**src/rtl/mpq_pkg.sv**
```systemverilog
// ----------------------------------------------------------------------------
// mpq_pkg
// Shared types and codes for the sorted-list minimum priority queue.
// ----------------------------------------------------------------------------
package mpq_pkg;

    // payload widths
    localparam int ID_W     = 16;
    localparam int URG_W    = 8;
    localparam int STATUS_W = 2;
    localparam int OCC_W    = 5;

    // operation codes
    typedef enum logic [0:0] {
        OP_PUSH  = 1'b0,
        OP_SERVE = 1'b1
    } t_opcode;

    // result status codes
    typedef enum logic [STATUS_W-1:0] {
        ST_OK    = 2'd0,
        ST_EMPTY = 2'd1,
        ST_FULL  = 2'd2
    } t_status;

    // controller states
    typedef enum logic [1:0] {
        S_IDLE,
        S_EXEC,
        S_RESP
    } t_state;

    // controller to datapath commands
    typedef struct packed {
        logic capture;
        logic execute;
    } t_dp_cmd;

endpackage

```
**src/rtl/min_priority_queue.sv**
```systemverilog
// ----------------------------------------------------------------------------
// min_priority_queue: sorted-list minimum priority queue, push and serve
// Each operation is captured, then executed into the result registers; the
// result is held until taken, and no new input is accepted before that.
// Sync reset empties the queue and the handshake; entry storage not cleared.
// ----------------------------------------------------------------------------
module min_priority_queue
    import mpq_pkg::*;
#(
    parameter int DEPTH = 16
) (
    input  logic                i_clk,
    input  logic                i_rst_n,
    input  logic                i_in_valid,
    output logic                o_in_ready,
    input  logic                i_opcode,
    input  logic [ID_W-1:0]     i_entry_id,
    input  logic [URG_W-1:0]    i_urgency,
    output logic                o_out_valid,
    input  logic                i_out_ready,
    output logic [ID_W-1:0]     o_served_id,
    output logic [STATUS_W-1:0] o_status,
    output logic [OCC_W-1:0]    o_occupancy
);

    t_dp_cmd w_cmd;

    // sequencer
    mpq_ctrl u_ctrl (
        .i_clk       (i_clk),
        .i_rst_n     (i_rst_n),
        .i_in_valid  (i_in_valid),
        .o_in_ready  (o_in_ready),
        .o_out_valid (o_out_valid),
        .i_out_ready (i_out_ready),
        .o_cmd       (w_cmd)
    );

    // entry cells and result registers
    mpq_datapath #(
        .DEPTH (DEPTH)
    ) u_datapath (
        .i_clk       (i_clk),
        .i_rst_n     (i_rst_n),
        .i_cmd       (w_cmd),
        .i_opcode    (i_opcode),
        .i_entry_id  (i_entry_id),
        .i_urgency   (i_urgency),
        .o_served_id (o_served_id),
        .o_status    (o_status),
        .o_occupancy (o_occupancy)
    );

endmodule

```
**src/rtl/mpq_datapath.sv**
```systemverilog
// ----------------------------------------------------------------------------
// mpq_datapath
// Row of sorted entry cells with parallel compare and shift, entry count
// and result registers.
// ----------------------------------------------------------------------------
module mpq_datapath
    import mpq_pkg::*;
#(
    parameter int DEPTH = 16
) (
    input  logic              i_clk,
    input  logic              i_rst_n,
    input  t_dp_cmd           i_cmd,
    input  logic              i_opcode,
    input  logic [ID_W-1:0]   i_entry_id,
    input  logic [URG_W-1:0]  i_urgency,
    output logic [ID_W-1:0]   o_served_id,
    output logic [STATUS_W-1:0] o_status,
    output logic [OCC_W-1:0]  o_occupancy
);

    localparam int CNT_W = $clog2(DEPTH + 1);

    // captured operation
    t_opcode           r_op;
    logic [ID_W-1:0]   r_id;
    logic [URG_W-1:0]  r_urg;

    // entry cells, kept in service order
    logic [ID_W-1:0]   r_ids  [DEPTH];
    logic [URG_W-1:0]  r_urgs [DEPTH];
    logic [ID_W-1:0]   n_ids  [DEPTH];
    logic [URG_W-1:0]  n_urgs [DEPTH];

    logic [CNT_W-1:0]  r_count;
    logic [CNT_W-1:0]  n_count;

    // result registers
    logic [ID_W-1:0]   r_served_id;
    logic [ID_W-1:0]   n_served_id;
    t_status           r_status;
    t_status           n_status;

    logic              w_full;
    logic              w_empty;
    logic [DEPTH-1:0]  w_le;

    assign w_full  = (r_count == CNT_W'(DEPTH));
    assign w_empty = (r_count == '0);

    // capture the operation on transfer
    always_ff @(posedge i_clk) begin
        if (i_cmd.capture) begin
            r_op  <= t_opcode'(i_opcode);
            r_id  <= i_entry_id;
            r_urg <= i_urgency;
        end
    end

    // per-cell next value
    for (genvar k = 0; k < DEPTH; k++) begin : g_cell
        logic              w_prev_le;
        logic [ID_W-1:0]   w_prev_id;
        logic [URG_W-1:0]  w_prev_urg;
        logic [ID_W-1:0]   w_next_id;
        logic [URG_W-1:0]  w_next_urg;

        // held entry ahead of the new one: valid and at least as urgent (urgency not greater)
        assign w_le[k] = (CNT_W'(k) < r_count) && (r_urgs[k] <= r_urg);

        if (k == 0) begin : g_head
            assign w_prev_le  = 1'b1;
            assign w_prev_id  = r_ids[k];
            assign w_prev_urg = r_urgs[k];
        end else begin : g_body
            assign w_prev_le  = w_le[k-1];
            assign w_prev_id  = r_ids[k-1];
            assign w_prev_urg = r_urgs[k-1];
        end

        if (k == DEPTH - 1) begin : g_tail
            assign w_next_id  = r_ids[k];
            assign w_next_urg = r_urgs[k];
        end else begin : g_inner
            assign w_next_id  = r_ids[k+1];
            assign w_next_urg = r_urgs[k+1];
        end

        always_comb begin
            n_ids[k]  = r_ids[k];
            n_urgs[k] = r_urgs[k];
            if (r_op == OP_PUSH) begin
                if (!w_full && !w_le[k]) begin
                    if (w_prev_le) begin
                        n_ids[k]  = r_id;
                        n_urgs[k] = r_urg;
                    end else begin
                        n_ids[k]  = w_prev_id;
                        n_urgs[k] = w_prev_urg;
                    end
                end
            end else if (!w_empty) begin
                n_ids[k]  = w_next_id;
                n_urgs[k] = w_next_urg;
            end
        end

        always_ff @(posedge i_clk) begin
            if (i_cmd.execute) begin
                r_ids[k]  <= n_ids[k];
                r_urgs[k] <= n_urgs[k];
            end
        end
    end

    // count and result
    always_comb begin
        n_count     = r_count;
        n_served_id = '0;
        n_status    = ST_OK;
        if (r_op == OP_PUSH) begin
            if (w_full) begin
                n_status = ST_FULL;
            end else begin
                n_count = r_count + CNT_W'(1);
            end
        end else begin
            if (w_empty) begin
                n_status = ST_EMPTY;
            end else begin
                n_count     = r_count - CNT_W'(1);
                n_served_id = r_ids[0];
            end
        end
    end

    always_ff @(posedge i_clk) begin
        if (!i_rst_n) begin
            r_count <= '0;
        end else if (i_cmd.execute) begin
            r_count <= n_count;
        end
    end

    always_ff @(posedge i_clk) begin
        if (i_cmd.execute) begin
            r_served_id <= n_served_id;
            r_status    <= n_status;
        end
    end

    assign o_served_id = r_served_id;
    assign o_status    = r_status;

    // occupancy reported in five bits
    if (CNT_W >= OCC_W) begin : g_occ_trim
        assign o_occupancy = r_count[OCC_W-1:0];
    end else begin : g_occ_pad
        assign o_occupancy = {{(OCC_W - CNT_W){1'b0}}, r_count};
    end

endmodule

```
**src/rtl/mpq_ctrl.sv**
```systemverilog
// ----------------------------------------------------------------------------
// mpq_ctrl
// Operation sequencer: accept, execute, then hold the result until taken.
// ----------------------------------------------------------------------------
module mpq_ctrl
    import mpq_pkg::*;
(
    input  logic    i_clk,
    input  logic    i_rst_n,
    input  logic    i_in_valid,
    output logic    o_in_ready,
    output logic    o_out_valid,
    input  logic    i_out_ready,
    output t_dp_cmd o_cmd
);

    t_state r_state;
    t_state n_state;

    // state register
    always_ff @(posedge i_clk) begin
        if (!i_rst_n) begin
            r_state <= S_IDLE;
        end else begin
            r_state <= n_state;
        end
    end

    // next state and commands
    always_comb begin
        n_state       = r_state;
        o_in_ready    = 1'b0;
        o_out_valid   = 1'b0;
        o_cmd.capture = 1'b0;
        o_cmd.execute = 1'b0;
        case (r_state)
            S_IDLE: begin
                o_in_ready    = 1'b1;
                o_cmd.capture = i_in_valid;
                if (i_in_valid) begin
                    n_state = S_EXEC;
                end
            end
            S_EXEC: begin
                o_cmd.execute = 1'b1;
                n_state       = S_RESP;
            end
            S_RESP: begin
                o_out_valid = 1'b1;
                if (i_out_ready) begin
                    n_state = S_IDLE;
                end
            end
            default: begin
                n_state = S_IDLE;
            end
        endcase
    end

endmodule
```
**config.mk**
```make
export PLATFORM = sky130hd
export DESIGN_NAME = min_priority_queue
export DESIGN_NICKNAME = d
export VERILOG_FILES = /design/src/rtl/mpq_pkg.sv /design/src/rtl/min_priority_queue.sv /design/src/rtl/mpq_datapath.sv /design/src/rtl/mpq_ctrl.sv
export SDC_FILE = /design/constraint.sdc
export NUM_CORES = 1
export LEC_CHECK = 0
export BUFFER_PORTS_ARGS = -buffer_cell sky130_fd_sc_hd__buf_2
export CELL_PAD_IN_SITES_DETAIL_PLACEMENT = 1
export CELL_PAD_IN_SITES_GLOBAL_PLACEMENT = 1
export CORE_UTILIZATION = 52
export CTS_CLUSTER_DIAMETER = 60
export DETAILED_ROUTE_END_ITERATION = 8
export PLACE_DENSITY = 0.89
export SETUP_SLACK_MARGIN = 0.02
export SLEW_MARGIN = 5
export SYNTH_ARGS = -nofsm -noshare
export SYNTH_HDL_FRONTEND = slang
export SYNTH_SLANG_ARGS = --single-unit
```
**constraint.sdc**
```tcl
create_clock -name i_clk -period 5.1 [get_ports i_clk]
set_clock_uncertainty 0.05 [all_clocks]
set_input_delay 1.02 -clock i_clk [delete_from_list [all_inputs] [get_ports i_clk]]
set_output_delay 1.02 -clock i_clk [all_outputs]
set_load 0.02 [all_outputs]
```
==> flow_metrics.py <==
metrics = {
    "critical_path": {
        "start_kind": "flop",
        "reg2reg_depth": 9,
        "regToRegSetupSlack_ns": 0.59,
        "r2r_start": "u_datapath.r_urg[7]$_DFFE_PP_",
        "crit_arrival_ns": 4.79,
        "cp_data_required_time_ns": 5.38,
        "cp_max_fo": 25,
        "rr_endpoint": "u_datapath.r_ids[1][2]$_DFFE_PP_",
        "path_class": "reg2reg",
        "worstSetupEndpointType": "flop",
    },
    "route": {
        "drc_errors": 2,
        "via_per_inst": 7.70,
        "routed.top_layer": "met4",
        "wl_met1_mm": 38.6,
        "drt_iter0_markers": 2781,
        "met2_length_mm": 50.5,
        "drt_first_pass_iters": 7,
        "wirelength_mm": 107,
        "ant_nets": 0,
        "vias": 25400,
        "routedWlPerCell_um": 32.4,
        "wl_met3_mm": 9.66,
    },
    "sta": {
        "max_slew.worst_pin.slew_ns": 1.39,
        "fmax_mhz": 222,
        "final_hold_viol_count": 0,
        "period_needed_ns": 4.51,
        "finalMaxSlewViolations": 0,
        "hold_ws_ns": 0.491,
        "finalSetupViolations": 0,
        "setup_tns_ns": 0,
        "rsz0062_at_grt": "false",
        "setup_ws_ns": 0.587,
        "final.period_utilization": 0.885,
        "relSlewSlack": 0.0728,
    },
    "logic_synthesis": {
        "ys_warn_count": 0,
        "syn_nets": 2831,
        "synth_top_family_by_area": "compound AO/OA/AOI/OAI gates",
        "synth_edf_count": 427,
        "ys_seq_area_frac": 0.463,
        "synth-seq-cells": 434,
        "synthMuxAreaShare": 0.00684,
        "syn_inst": 2670,
        "synthArstFlopShare": 0,
        "synth_compound_area_frac": 0.302,
        "synthAdderAreaFrac": 0.0590,
        "synth-simple-area-share": 0.116,
        "avgSynthCellArea_um2": 10.5,
        "ys.flop_type": "edfxtp_1",
        "ys_types": 58,
        "synthXorXnorAreaFrac": 0.00156,
        "synthesis.area_mm2": 0.0280,
    },
    "finish": {
        "fill_cells": 5553,
        "area_growth_pct": 8.45,
        "fin_util": 0.575,
        "nets": 2724,
        "final_layout_size_suffix_gt1_frac": 0.112,
        "final_area_mm2": 0.0304,
    },
    "floorplanning": {
        "start_util": 0.530,
        "dieWidth_um": 234,
        "core_area_mm2": 0.0529,
        "die-area_mm2": 0.0548,
        "io_pins": 54,
        "die_h_um": 234,
        "rows": 84,
    },
    "cts": {
        "cts_max_path_buffers": 3,
        "htreeDepth": 2,
        "clk-insertion-delay-late_ns": 0.65,
        "cts_resized": 0,
        "root_buffer": "clkbuf_16",
        "cts_tree": "done",
        "clk_pin_slew_ns": 0.06,
        "hold_buffers": 0,
        "cts_sinks": 434,
        "postCtsSetupBuffers": 0,
        "cts_made_buffers": 53,
    },
    "power": {
        "p_per_area_mw_per_mm2": 341,
        "p_leak_nw": 9.72,
        "vdd_drop_max_v": 0.000264,
    },
    "worst_hold_path": {
        "min_to": "u_datapath.r_id[3]$_DFFE_PP_",
        "whs_path_depth": 1,
        "holdCritStartpoint": "i_entry_id[3]",
        "holdCritPathClass": "in2reg",
    },
    "global_routing": {
        "overflow": 0,
        "grt_pass1_vias": 25800,
        "grt_max_degree": 196,
        "antenna_found_initial": 2,
        "grt_pass1_wl_mm": 160,
        "grtUsageTotal": 0.385,
    },
    "placement": {
        "place_congestion": 0.970,
        "dp_slack_ns": 0.786,
        "dpl-instance-area_mm2": 0.0286,
        "portBuffers": 53,
        "place_hpwl_mm": 69.4,
    },
    "job": {
        "cap_violations": 0,
    },
    "outcome": {
        "failed_checks": "DRC",
        "status": "finished, violations left",
    },
}
sequential cells by signal (all words and copies together), names as in the netlist:
| signal | flops |
|---|---|
| u_datapath.r_ids | 256 |
| u_datapath.o_occupancy | 5 |
| u_datapath.o_status | 2 |
| u_ctrl.r_state | 2 |
| u_datapath.o_served_id | 16 |
| u_datapath.r_urg | 8 |
| u_datapath.r_id | 16 |
| u_datapath.r_urgs | 128 |
| u_datapath.r_op | 1 |
logic make-up after synthesis:
group	after synthesis
muxes	17
DFF	434
buffers and inverters	340
and+or+nand+nor	552
xor gates and xnor gates	5
AOI/OAI and AO/OA	1190
adders and majority gates	132
how the worst max path moves through the flow:
stage                                              from                            endpoint  slack, ns  depth (start not counted)
after floorplan           u_datapath.r_urg[7]$_DFFE_PP_   u_datapath.r_ids[13][0]$_DFFE_PP_       0.86                          8
after global placement    u_datapath.r_urg[7]$_DFFE_PP_  u_datapath.r_ids[14][15]$_DFFE_PP_       0.84                          7
after detailed placement  u_datapath.r_urg[7]$_DFFE_PP_   u_datapath.r_ids[14][7]$_DFFE_PP_       0.79                          7
after CTS                 u_datapath.r_urg[7]$_DFFE_PP_   u_datapath.r_ids[14][0]$_DFFE_PP_       0.72                          7
after global routing      u_datapath.r_urg[7]$_DFFE_PP_    u_datapath.r_ids[1][1]$_DFFE_PP_       0.55                          9
final                     u_datapath.r_urg[7]$_DFFE_PP_    u_datapath.r_ids[1][2]$_DFFE_PP_       0.59                          9
area by class of cell:
class	count	area [um^2]	share of cell area
clock inverters	30	348	0.0115
inverters	26	97.6	0.00321
multi-input cells	1896	13700	0.450
diodes	1	2.50	0.0000824
flip-flops and latches	434	13000	0.427
well taps	688	861	0.0283
clock buffers	70	1410	0.0465
repair buffers	152	1030	0.0340
metal layers:
metal / vias to the layer above / global-route usage
met5: - / 0
met4: 0 / 0.248
met3: 541 / 0.0826
met2: 1660 / 0.629
met1: 12600 / 0.461
li1: 10600 / -
Yosys cell counts, types with 3 or more instances:
library cell / count / area (um^2)
and3_1: 3 / 18.8
dfxtp_1: 7 / 140
a21o_1: 3 / 22.5
and2_1: 22 / 138
nor4_1: 14 / 87.6
o32ai_1: 7 / 61.3
ha_1: 132 / 1650
a41oi_1: 337 / 2950
buf_1: 14 / 52.6
nor3_2: 3 / 30.0
nor2b_1: 357 / 2230
nor2_1: 23 / 86.3
nand2_1: 71 / 267
a21oi_1: 370 / 1850
o21a_1: 5 / 37.5
o31ai_1: 336 / 2520
buf_2: 92 / 460
clkbuf_1: 194 / 728
mux2_2: 17 / 191
buf_6: 7 / 78.8
a22oi_1: 15 / 113
o21ai_1: 17 / 85.1
edfxtp_1: 427 / 12800
a211oi_2: 14 / 175
nor3_1: 15 / 75.1
inv_1: 24 / 90.1
o21ai_0: 21 / 105
o211ai_1: 16 / 120
nand4_1: 31 / 194
o22ai_1: 18 / 113
a211o_1: 14 / 123
buf_4: 7 / 52.6
xor2_1: 3 / 26.3
power by group:
part           internal [mW]  total, mW  switching, mW
Clock                   2.31       3.96           1.66
Combinational          0.594       1.93           1.33
Sequential              4.19       4.45          0.255
worst max-delay path: stages, from the launching register on:
cell and delay (ns):
edfxtp_1 0.91, inv_1 0.72, ha_1 0.55, nand4_1 0.18, nor2_1 0.14, a211oi_2 0.18
buf_4 0.33, nor4_1 0.11, nor3_2 0.62, buf_4 0.38
cells in the final DEF, fill, tap and decap left out, types with 5 or more instances in the layout:
cell type | synthesis | layout
o211ai_1 | 16 | 16
bufinv_16 | 0 | 7
buf_4 | 7 | 97
inv_1 | 24 | 24
o21ai_0 | 21 | 21
nand4_1 | 31 | 31
clkbuf_16 | 0 | 54
nor2_1 | 23 | 22
ha_1 | 132 | 132
o21a_1 | 5 | 5
o32ai_1 | 7 | 7
clkbuf_1 | 194 | 16
a22oi_1 | 15 | 15
clkinv_2 | 0 | 7
nor2b_1 | 357 | 356
o31ai_1 | 336 | 336
a41oi_1 | 337 | 336
edfxtp_1 | 427 | 427
nand2_1 | 71 | 71
nor4_1 | 14 | 14
mux2_2 | 17 | 17
a211o_1 | 14 | 14
a21oi_1 | 370 | 369
o22ai_1 | 18 | 18
clkinv_1 | 0 | 11
and2_1 | 22 | 22
a211oi_2 | 14 | 14
buf_2 | 92 | 53
nor3_2 | 3 | 15
o21ai_1 | 17 | 17
dfxtp_1 | 7 | 7
stage by stage:
stage	total power, mW	cells
floorplan	5.68	2670
global placement	6.19	3196
detailed placement	6.33	3196
CTS	10.2	3296
global route	10.6	3296
finish	10.3	3297
Note: power is estimated with default switching activity, not from simulation.
